===== src/rtl/fbfl_pkg.sv =====
// ----------------------------------------------------------------------------
// fbfl_pkg
// Shared types and constants for the fixed-size block free-list allocator.
// ----------------------------------------------------------------------------
package fbfl_pkg;

  localparam int unsigned MaxBlocks = 256;
  localparam int unsigned LinkBytes = 8;
  localparam int unsigned IdxW      = $clog2(MaxBlocks);
  localparam int unsigned LinkW     = IdxW + 1;
  localparam int unsigned CountW    = 9;
  localparam int unsigned BytesW    = 16;
  localparam int unsigned OffsetW   = 24;
  localparam int unsigned CfgIdxW   = 1;
  localparam int unsigned CfgDataW  = 16;

  localparam logic [LinkW-1:0]  EndMark  = LinkW'(MaxBlocks);
  localparam logic [CountW-1:0] CountMax = CountW'(MaxBlocks);

  typedef enum logic [1:0] {
    MODE_INIT    = 2'd0,
    MODE_ALLOC   = 2'd1,
    MODE_RELEASE = 2'd2
  } mode_e;

  typedef enum logic [1:0] {
    STAT_OK    = 2'd0,
    STAT_EMPTY = 2'd1,
    STAT_NULL  = 2'd2,
    STAT_RANGE = 2'd3
  } status_e;

  typedef enum logic [CfgIdxW-1:0] {
    CFG_BLOCK_COUNT = 1'd0,
    CFG_BLOCK_BYTES = 1'd1
  } cfg_idx_e;

  typedef enum logic [1:0] {
    S_IDLE,
    S_ALLOC,
    S_INIT
  } state_e;

  typedef struct packed {
    logic [1:0]      mode;
    logic [IdxW-1:0] release_index;
    logic            release_is_null;
  } in_t;

  typedef struct packed {
    logic [1:0]         status;
    logic [IdxW-1:0]    block_index;
    logic [OffsetW-1:0] block_offset;
  } out_t;

endpackage


===== src/rtl/fbfl_link_mem.sv =====
// ----------------------------------------------------------------------------
// fbfl_link_mem
// Link store: one successor pointer per block, one write and one registered
// read per cycle.
// ----------------------------------------------------------------------------
module fbfl_link_mem (
  input  logic                        clk_i,
  input  logic                        we_i,
  input  logic [fbfl_pkg::IdxW-1:0]   waddr_i,
  input  logic [fbfl_pkg::LinkW-1:0]  wdata_i,
  input  logic                        re_i,
  input  logic [fbfl_pkg::IdxW-1:0]   raddr_i,
  output logic [fbfl_pkg::LinkW-1:0]  rdata_o
);

  logic [fbfl_pkg::LinkW-1:0] mem_q [fbfl_pkg::MaxBlocks];
  logic [fbfl_pkg::LinkW-1:0] rdata_q;

  always_ff @(posedge clk_i) begin
    if (we_i) begin
      mem_q[waddr_i] <= wdata_i;
    end
  end

  always_ff @(posedge clk_i) begin
    if (re_i) begin
      rdata_q <= mem_q[raddr_i];
    end
  end

  assign rdata_o = rdata_q;

endmodule


===== src/rtl/fixed_block_free_list_allocator.sv =====
// ----------------------------------------------------------------------------
// fixed_block_free_list_allocator
// LIFO free list of fixed-size blocks; head in a register, links in a RAM.
// ----------------------------------------------------------------------------
//  channel   ports                            beat taken when
//  command   start, busy, in_i                start && !busy
//  result    done_o, res_o                    done_o (one cycle, no stall)
//  config    cfg_we_i, cfg_idx_i, cfg_data_i  cfg_we_i
//
//  Result is registered: it appears the cycle after the item finishes.
//  Allocate on a non-empty list: registered link RAM read on accept, busy in S_ALLOC.
//  Init: busy in S_INIT while one link is written per cycle, one for each
//  block of the effective count; done straight from S_IDLE if the count is 0.
//  Release, empty allocate, unused mode: done straight from S_IDLE, never busy.
//  Reset leaves the list empty; the link RAM needs no clearing.
// ----------------------------------------------------------------------------
module fixed_block_free_list_allocator (
  input  logic                             clk_i,
  input  logic                             rst_ni,
  input  logic                             start,
  output logic                             busy,
  input  fbfl_pkg::in_t                    in_i,
  output logic                             done_o,
  output fbfl_pkg::out_t                   res_o,
  input  logic                             cfg_we_i,
  input  logic [fbfl_pkg::CfgIdxW-1:0]     cfg_idx_i,
  input  logic [fbfl_pkg::CfgDataW-1:0]    cfg_data_i
);

  fbfl_pkg::state_e              state_q, state_d;
  logic [fbfl_pkg::LinkW-1:0]    head_q, head_d;
  logic [fbfl_pkg::CountW-1:0]   count_q;
  logic [fbfl_pkg::BytesW-1:0]   bytes_q;
  logic [fbfl_pkg::IdxW-1:0]     sweep_q, sweep_d;
  logic [fbfl_pkg::IdxW-1:0]     last_q, last_d;
  logic                          done_q, done_d;
  fbfl_pkg::out_t                res_q, res_d;

  logic                          accept;
  logic [fbfl_pkg::CountW-1:0]   count_eff;
  logic [fbfl_pkg::BytesW:0]     stride;
  logic [fbfl_pkg::OffsetW:0]    product;
  logic                          sweep_end;

  logic                          mem_we, mem_re;
  logic [fbfl_pkg::IdxW-1:0]     mem_waddr, mem_raddr;
  logic [fbfl_pkg::LinkW-1:0]    mem_wdata, mem_rdata;

  assign accept    = start && !busy;
  assign busy      = (state_q != fbfl_pkg::S_IDLE);
  assign count_eff = (count_q > fbfl_pkg::CountMax) ? fbfl_pkg::CountMax : count_q;
  assign stride    = {1'b0, bytes_q} + (fbfl_pkg::BytesW + 1)'(fbfl_pkg::LinkBytes);
  assign product   = (fbfl_pkg::OffsetW + 1)'(head_q[fbfl_pkg::IdxW-1:0])
                   * (fbfl_pkg::OffsetW + 1)'(stride);
  assign sweep_end = (sweep_q == last_q);

  fbfl_link_mem u_link_mem (
    .clk_i   (clk_i),
    .we_i    (mem_we),
    .waddr_i (mem_waddr),
    .wdata_i (mem_wdata),
    .re_i    (mem_re),
    .raddr_i (mem_raddr),
    .rdata_o (mem_rdata)
  );

  // config registers
  always_ff @(posedge clk_i or negedge rst_ni) begin
    if (!rst_ni) begin
      count_q <= fbfl_pkg::CountMax;
      bytes_q <= fbfl_pkg::BytesW'(64);
    end else if (cfg_we_i) begin
      case (cfg_idx_i)
        fbfl_pkg::CFG_BLOCK_COUNT: count_q <= cfg_data_i[fbfl_pkg::CountW-1:0];
        fbfl_pkg::CFG_BLOCK_BYTES: bytes_q <= cfg_data_i;
        default: ;
      endcase
    end
  end

  // next state
  always_comb begin
    state_d = state_q;
    case (state_q)
      fbfl_pkg::S_IDLE: begin
        if (accept) begin
          case (in_i.mode)
            fbfl_pkg::MODE_ALLOC: begin
              if (!head_q[fbfl_pkg::IdxW]) state_d = fbfl_pkg::S_ALLOC;
            end
            fbfl_pkg::MODE_INIT: begin
              if (count_eff != '0) state_d = fbfl_pkg::S_INIT;
            end
            default: ;
          endcase
        end
      end
      fbfl_pkg::S_ALLOC: state_d = fbfl_pkg::S_IDLE;
      fbfl_pkg::S_INIT: begin
        if (sweep_end) state_d = fbfl_pkg::S_IDLE;
      end
      default: state_d = fbfl_pkg::S_IDLE;
    endcase
  end

  // datapath and outputs
  always_comb begin
    head_d    = head_q;
    sweep_d   = sweep_q;
    last_d    = last_q;
    done_d    = 1'b0;
    res_d     = '0;
    mem_we    = 1'b0;
    mem_re    = 1'b0;
    mem_waddr = sweep_q;
    mem_wdata = fbfl_pkg::EndMark;
    mem_raddr = head_q[fbfl_pkg::IdxW-1:0];
    case (state_q)
      fbfl_pkg::S_IDLE: begin
        if (accept) begin
          case (in_i.mode)
            fbfl_pkg::MODE_INIT: begin
              if (count_eff == '0) begin
                head_d = fbfl_pkg::EndMark;
                done_d = 1'b1;
              end else begin
                head_d  = '0;
                sweep_d = '0;
                last_d  = fbfl_pkg::IdxW'(count_eff - fbfl_pkg::CountW'(1));
              end
            end
            fbfl_pkg::MODE_ALLOC: begin
              if (head_q[fbfl_pkg::IdxW]) begin
                res_d.status = fbfl_pkg::STAT_EMPTY;
                done_d       = 1'b1;
              end else begin
                mem_re = 1'b1;
              end
            end
            fbfl_pkg::MODE_RELEASE: begin
              done_d = 1'b1;
              if (in_i.release_is_null) begin
                res_d.status = fbfl_pkg::STAT_NULL;
              end else if ({1'b0, in_i.release_index} >= count_eff) begin
                res_d.status = fbfl_pkg::STAT_RANGE;
              end else begin
                mem_we    = 1'b1;
                mem_waddr = in_i.release_index;
                mem_wdata = head_q;
                head_d    = {1'b0, in_i.release_index};
              end
            end
            default: done_d = 1'b1;
          endcase
        end
      end
      fbfl_pkg::S_ALLOC: begin
        head_d             = mem_rdata;
        done_d             = 1'b1;
        res_d.block_index  = head_q[fbfl_pkg::IdxW-1:0];
        res_d.block_offset = product[fbfl_pkg::OffsetW-1:0];
      end
      fbfl_pkg::S_INIT: begin
        mem_we    = 1'b1;
        mem_wdata = sweep_end ? fbfl_pkg::EndMark : ({1'b0, sweep_q} + fbfl_pkg::LinkW'(1));
        sweep_d   = sweep_q + fbfl_pkg::IdxW'(1);
        done_d    = sweep_end;
      end
      default: ;
    endcase
  end

  always_ff @(posedge clk_i or negedge rst_ni) begin
    if (!rst_ni) begin
      state_q <= fbfl_pkg::S_IDLE;
      head_q  <= fbfl_pkg::EndMark;
      done_q  <= 1'b0;
    end else begin
      state_q <= state_d;
      head_q  <= head_d;
      done_q  <= done_d;
    end
  end

  always_ff @(posedge clk_i) begin
    res_q   <= res_d;
    sweep_q <= sweep_d;
    last_q  <= last_d;
  end

  assign done_o = done_q;
  assign res_o  = res_q;

  // checks
  a_alloc_done : assert property (@(posedge clk_i) disable iff (!rst_ni)
    state_q == fbfl_pkg::S_ALLOC |=> done_o)
    else $error("allocate finished without a result beat");

  a_alloc_enter : assert property (@(posedge clk_i) disable iff (!rst_ni)
    accept && in_i.mode == fbfl_pkg::MODE_ALLOC && !head_q[fbfl_pkg::IdxW]
    |=> state_q == fbfl_pkg::S_ALLOC)
    else $error("pop did not wait for the link read");

  a_mem_port : assert property (@(posedge clk_i) disable iff (!rst_ni)
    !(mem_we && mem_re))
    else $error("link write and read in the same cycle");

  a_head_range : assert property (@(posedge clk_i) disable iff (!rst_ni)
    !(head_q[fbfl_pkg::IdxW] && head_q[fbfl_pkg::IdxW-1:0] != '0))
    else $error("head beyond the end mark");

  a_busy_no_done : assert property (@(posedge clk_i) disable iff (!rst_ni)
    state_q == fbfl_pkg::S_ALLOC |-> !done_o)
    else $error("result beat overlaps a pending pop");

endmodule


===== config.mk =====
export PLATFORM = sky130hd
export DESIGN_NAME = fixed_block_free_list_allocator
export DESIGN_NICKNAME = d
export VERILOG_FILES = /design/src/rtl/fbfl_pkg.sv /design/src/rtl/fbfl_link_mem.sv /design/src/rtl/fixed_block_free_list_allocator.sv
export SDC_FILE = /design/constraint.sdc
export NUM_CORES = 2
export LEC_CHECK = 0
export ABC_AREA = 1
export ABC_CLOCK_PERIOD_IN_PS = 12950
export BUFFER_PORTS_ARGS = -buffer_cell sky130_fd_sc_hd__clkbuf_2
export CAP_MARGIN = 25
export CORE_MARGIN = 1.5
export CORE_UTILIZATION = 29
export DETAILED_ROUTE_END_ITERATION = 16
export PLACE_DENSITY_LB_ADDON = 0.25
export SETUP_SLACK_MARGIN = 0.02
export SLEW_MARGIN = 5
export SYNTH_ARGS = -nofsm -noshare
export SYNTH_HDL_FRONTEND = slang
export SYNTH_HIERARCHICAL = 1
export SYNTH_SLANG_ARGS = --single-unit

===== constraint.sdc =====
create_clock -name clk_i -period 12.95 [get_ports clk_i]
set_input_delay 3.2375 -clock clk_i [delete_from_list [all_inputs] [get_ports clk_i]]
set_output_delay 3.2375 -clock clk_i [all_outputs]
set_load 0.005 [all_outputs]

==> impl_results.md <==
- Status: finished clean
- Mux share of post-synthesis cell area: 0.02203%
- Area post-placement: roughly 110000 µm²
- Clock sink count: 2400
- Final std cells w/o fill: approximately 14k
- Post-route clock period utilization: between 50% and 60%
- Vias in the first global route: 67.05k
- Dpl cells: approximately 13k
- Std cell rows: roughly 220
- Total global routing overflow: 0
- DRT Pass-1 Iters: 6
- Critical Path AT: 8110 ps
- Remaining antenna violation count: 0
- CP startpoint kind: input port
- Clock Latency Late Sink: 870 ps
- Core Region: 350000 µm²
- Postcts setup bufs: 0
- Post-CTS Hold Fix Bufs: 0
- Commonest non-fill, non-tap cells in the layout: nand2_1, edfxtp_1, nand3_1
- Worst EP required: roughly 13000 ps
- CTS clk-pin slew, worst paths: around 60 ps
- Clock Path Buffers: 4
- Die height: slightly below 600 µm
- FMAX: between 100 and 150 MHz
- Port buffer count: between 60 and 70
- Layout area overhead: 12.61%
- Post-synth EDFFs: approximately 2.3k
- RSZ-0062 raised after global routing: false
- Final setup vio count: 0
- Worst-Margin Slew: 1145 ps
- CP Class: in2reg
- DRC: 0
- PostCTS Resize Cnt: 0
- XOR/XNOR Fraction of Synth Area: less than 1%
- Adder-Cell Fraction of Synth Area: under 10%
- H-tree level count: 5
- Crit path capture type: register
- WL per Instance: ~23 µm
- Final Cell Area: 115100 µm²
- Die area: approximately 360000 µm²
- HPWL after detailed placement: roughly 180000 µm
- # IOs: 68
- Starting DRT DRC Count: approximately 7.3k
- Main combinational cell family by area after synthesis: simple AND/OR/NAND/NOR gates
- Synth unique cells: 56
- Pin count of the biggest net entering global routing: about 210
- Post-synth top area share: just under 70%
- #FFs+latches synth: 2400
- Ys async rst share: 1.542%
- Post-synthesis sequential area ratio: a little over two thirds
- Root buf cell: clkbuf_16
- Worst-case vdd ir drop: 0.1302 mV
- Fin util: 32.89%
- P_leak: about 40 nW
- Syn Nets: 9133
- Setup TNS: 0 ps
- Max Cap Viol: 0
- CTS tree: built
- Hold Path Class: reg2reg
- Vias post-DR: approximately 68k
- Tmin final: about 7600 ps
- Post-Synth Simple-Gate Area: between 20% and 30%
- Cells after Synth: between 8k and 9k
- Slew headroom: between 20% and 30%
- Initial antenna violation count: 8
- Final Max Tran Viols: 0
- Avg Inst Size Synth: about 11 µm²
- Ranking of synthesized cells by area: edfxtp_1, nand3_1, nand2_1
- Die width: 596.7 µm
- Worst Clk Skew: 56.70 ps
- Total Wirelength: approximately 310000 µm
- Compound-Gate Fraction of Synth Area: less than 1%
- Overall Global Routing Usage: about 17%
- Final nets: 9004
- Ys flop type: edfxtp_1
- Power density over the cells: between 150 and 200 nW/µm²
- First-pass GRT wire length: 453000 µm
- Commonest non-fill, non-tap cell in the layout: nand2_1
- CP Max Fanout: 21
- Proportion of layout cells with a drive suffix above 1: under 10%
- Initial Util: a little under 30%
- Syn. warnings: 6
- Synth area leader: edfxtp_1
- Final Hold Viols: 0
- Total CTS buffers: 270
- Cell Area, Synth: 102200 µm²
- Routability cong.: 0.8863
- DR vias/cell: between 5 and 6
cells by family (layout without fill, tap and decap cells):
kind of cell / after synthesis / after routing
muxes: 2 / 2
and+or+nand+nor: 5451 / 5451
xor gates and xnor gates: 26 / 26
buffers and inverters: 814 / 878
AOI/OAI and AO/OA: 114 / 114
DFF: 2400 / 2400
other: 0 / 1
adders and majority gates: 147 / 147
state kept, by name, indices dropped and copies added (netlist names), 8 cells and up:
| signal | count |
|---|---|
| u_link_mem/mem_q | 2304 |
| res_o | 34 |
| bytes_q | 16 |
| count_q | 9 |
| head_q | 9 |
| u_link_mem/rdata_o | 9 |
| last_q | 8 |
| sweep_q | 8 |
stage by stage:
stage	setup WS, ps	hold WS [ps]	power (W)
floorplan	183.4	456.3	0.01323
global placement	4646	473.7	0.01551
detailed placement	4642	480.1	0.01552
CTS	5521	488.8	0.02289
global route	5188	507.5	0.02376
finish	5311	491.0	0.02276
final timing paths:
| kind | from | to | slack, ps | depth (start not counted) |
|---|---|---|---|---|
| hold reg to reg | head_q[8]$_DFFE_PN1P_ | head_q[8]$_DFFE_PN1P_ | 490 | 2 |
| setup / recovery | in_i[9] | u_link_mem/mem_q[159][4]$_DFFE_PP_ | 5310 | 11 |
| setup reg to reg | count_q[2]$_DFFE_PN0P_ | u_link_mem/mem_q[159][4]$_DFFE_PP_ | 6980 | 19 |
| max in group asynchronous | rst_ni | head_q[1]$_DFFE_PN0P_ | 9980 | 2 |
| hold / removal | head_q[8]$_DFFE_PN1P_ | head_q[8]$_DFFE_PN1P_ | 490 | 2 |
| min in group asynchronous | rst_ni | state_q[0]$_DFFE_PN0P_ | 2510 | 2 |
power breakdown:
part,switching [W],internal [W],total [W]
sequential,0.000113,0.00896,0.00907
clock,0.00308,0.00428,0.00737
combinational,0.00478,0.00154,0.00632
routing by layer:
metal | up-vias | track usage [%] | wire length (µm)
met1 | 34180 | 23.99 | 138600
li1 | 31080 | - | -
met5 | - | 0 | 16
met3 | 479 | 2.310 | 21320
met2 | 2684 | 27.45 | 143700
met4 | 2 | 5.178 | 9352
cell usage after synthesis, types with 12 or more instances:
cell         n
nand2_1   2626
edfxtp_1  2329
nand3_1   2316
nor2_1     448
buf_2      329
inv_1      230
clkbuf_1   138
fa_1        89
ha_1        58
buf_1       56
o21ai_0     49
a21oi_1     41
dfrtp_1     34
dfxtp_1     34
buf_4       26
nand4_1     22
buf_6       17
xor2_1      13
xnor2_1     12
critical path, cell delays in order:
cell	delay, ps
clkbuf_2	100
inv_1	80
ha_1	500
inv_1	240
nor3_4	360
nand2_4	290
a21oi_2	520
inv_1	100
nor2_1	730
nand3_1	930
nor2_1	1000
area by class of cell:
class	count	area, µm²
flip-flops and latches	2400	71570
well taps	4599	5754
repair buffers	166	1360
fillers	34710	234900
inverters	247	983.4
diodes	1	2.502
multi-input cells	5740	27090
clock inverters	138	1282
clock buffers	327	7086
(Power assumes the default switching activity.)
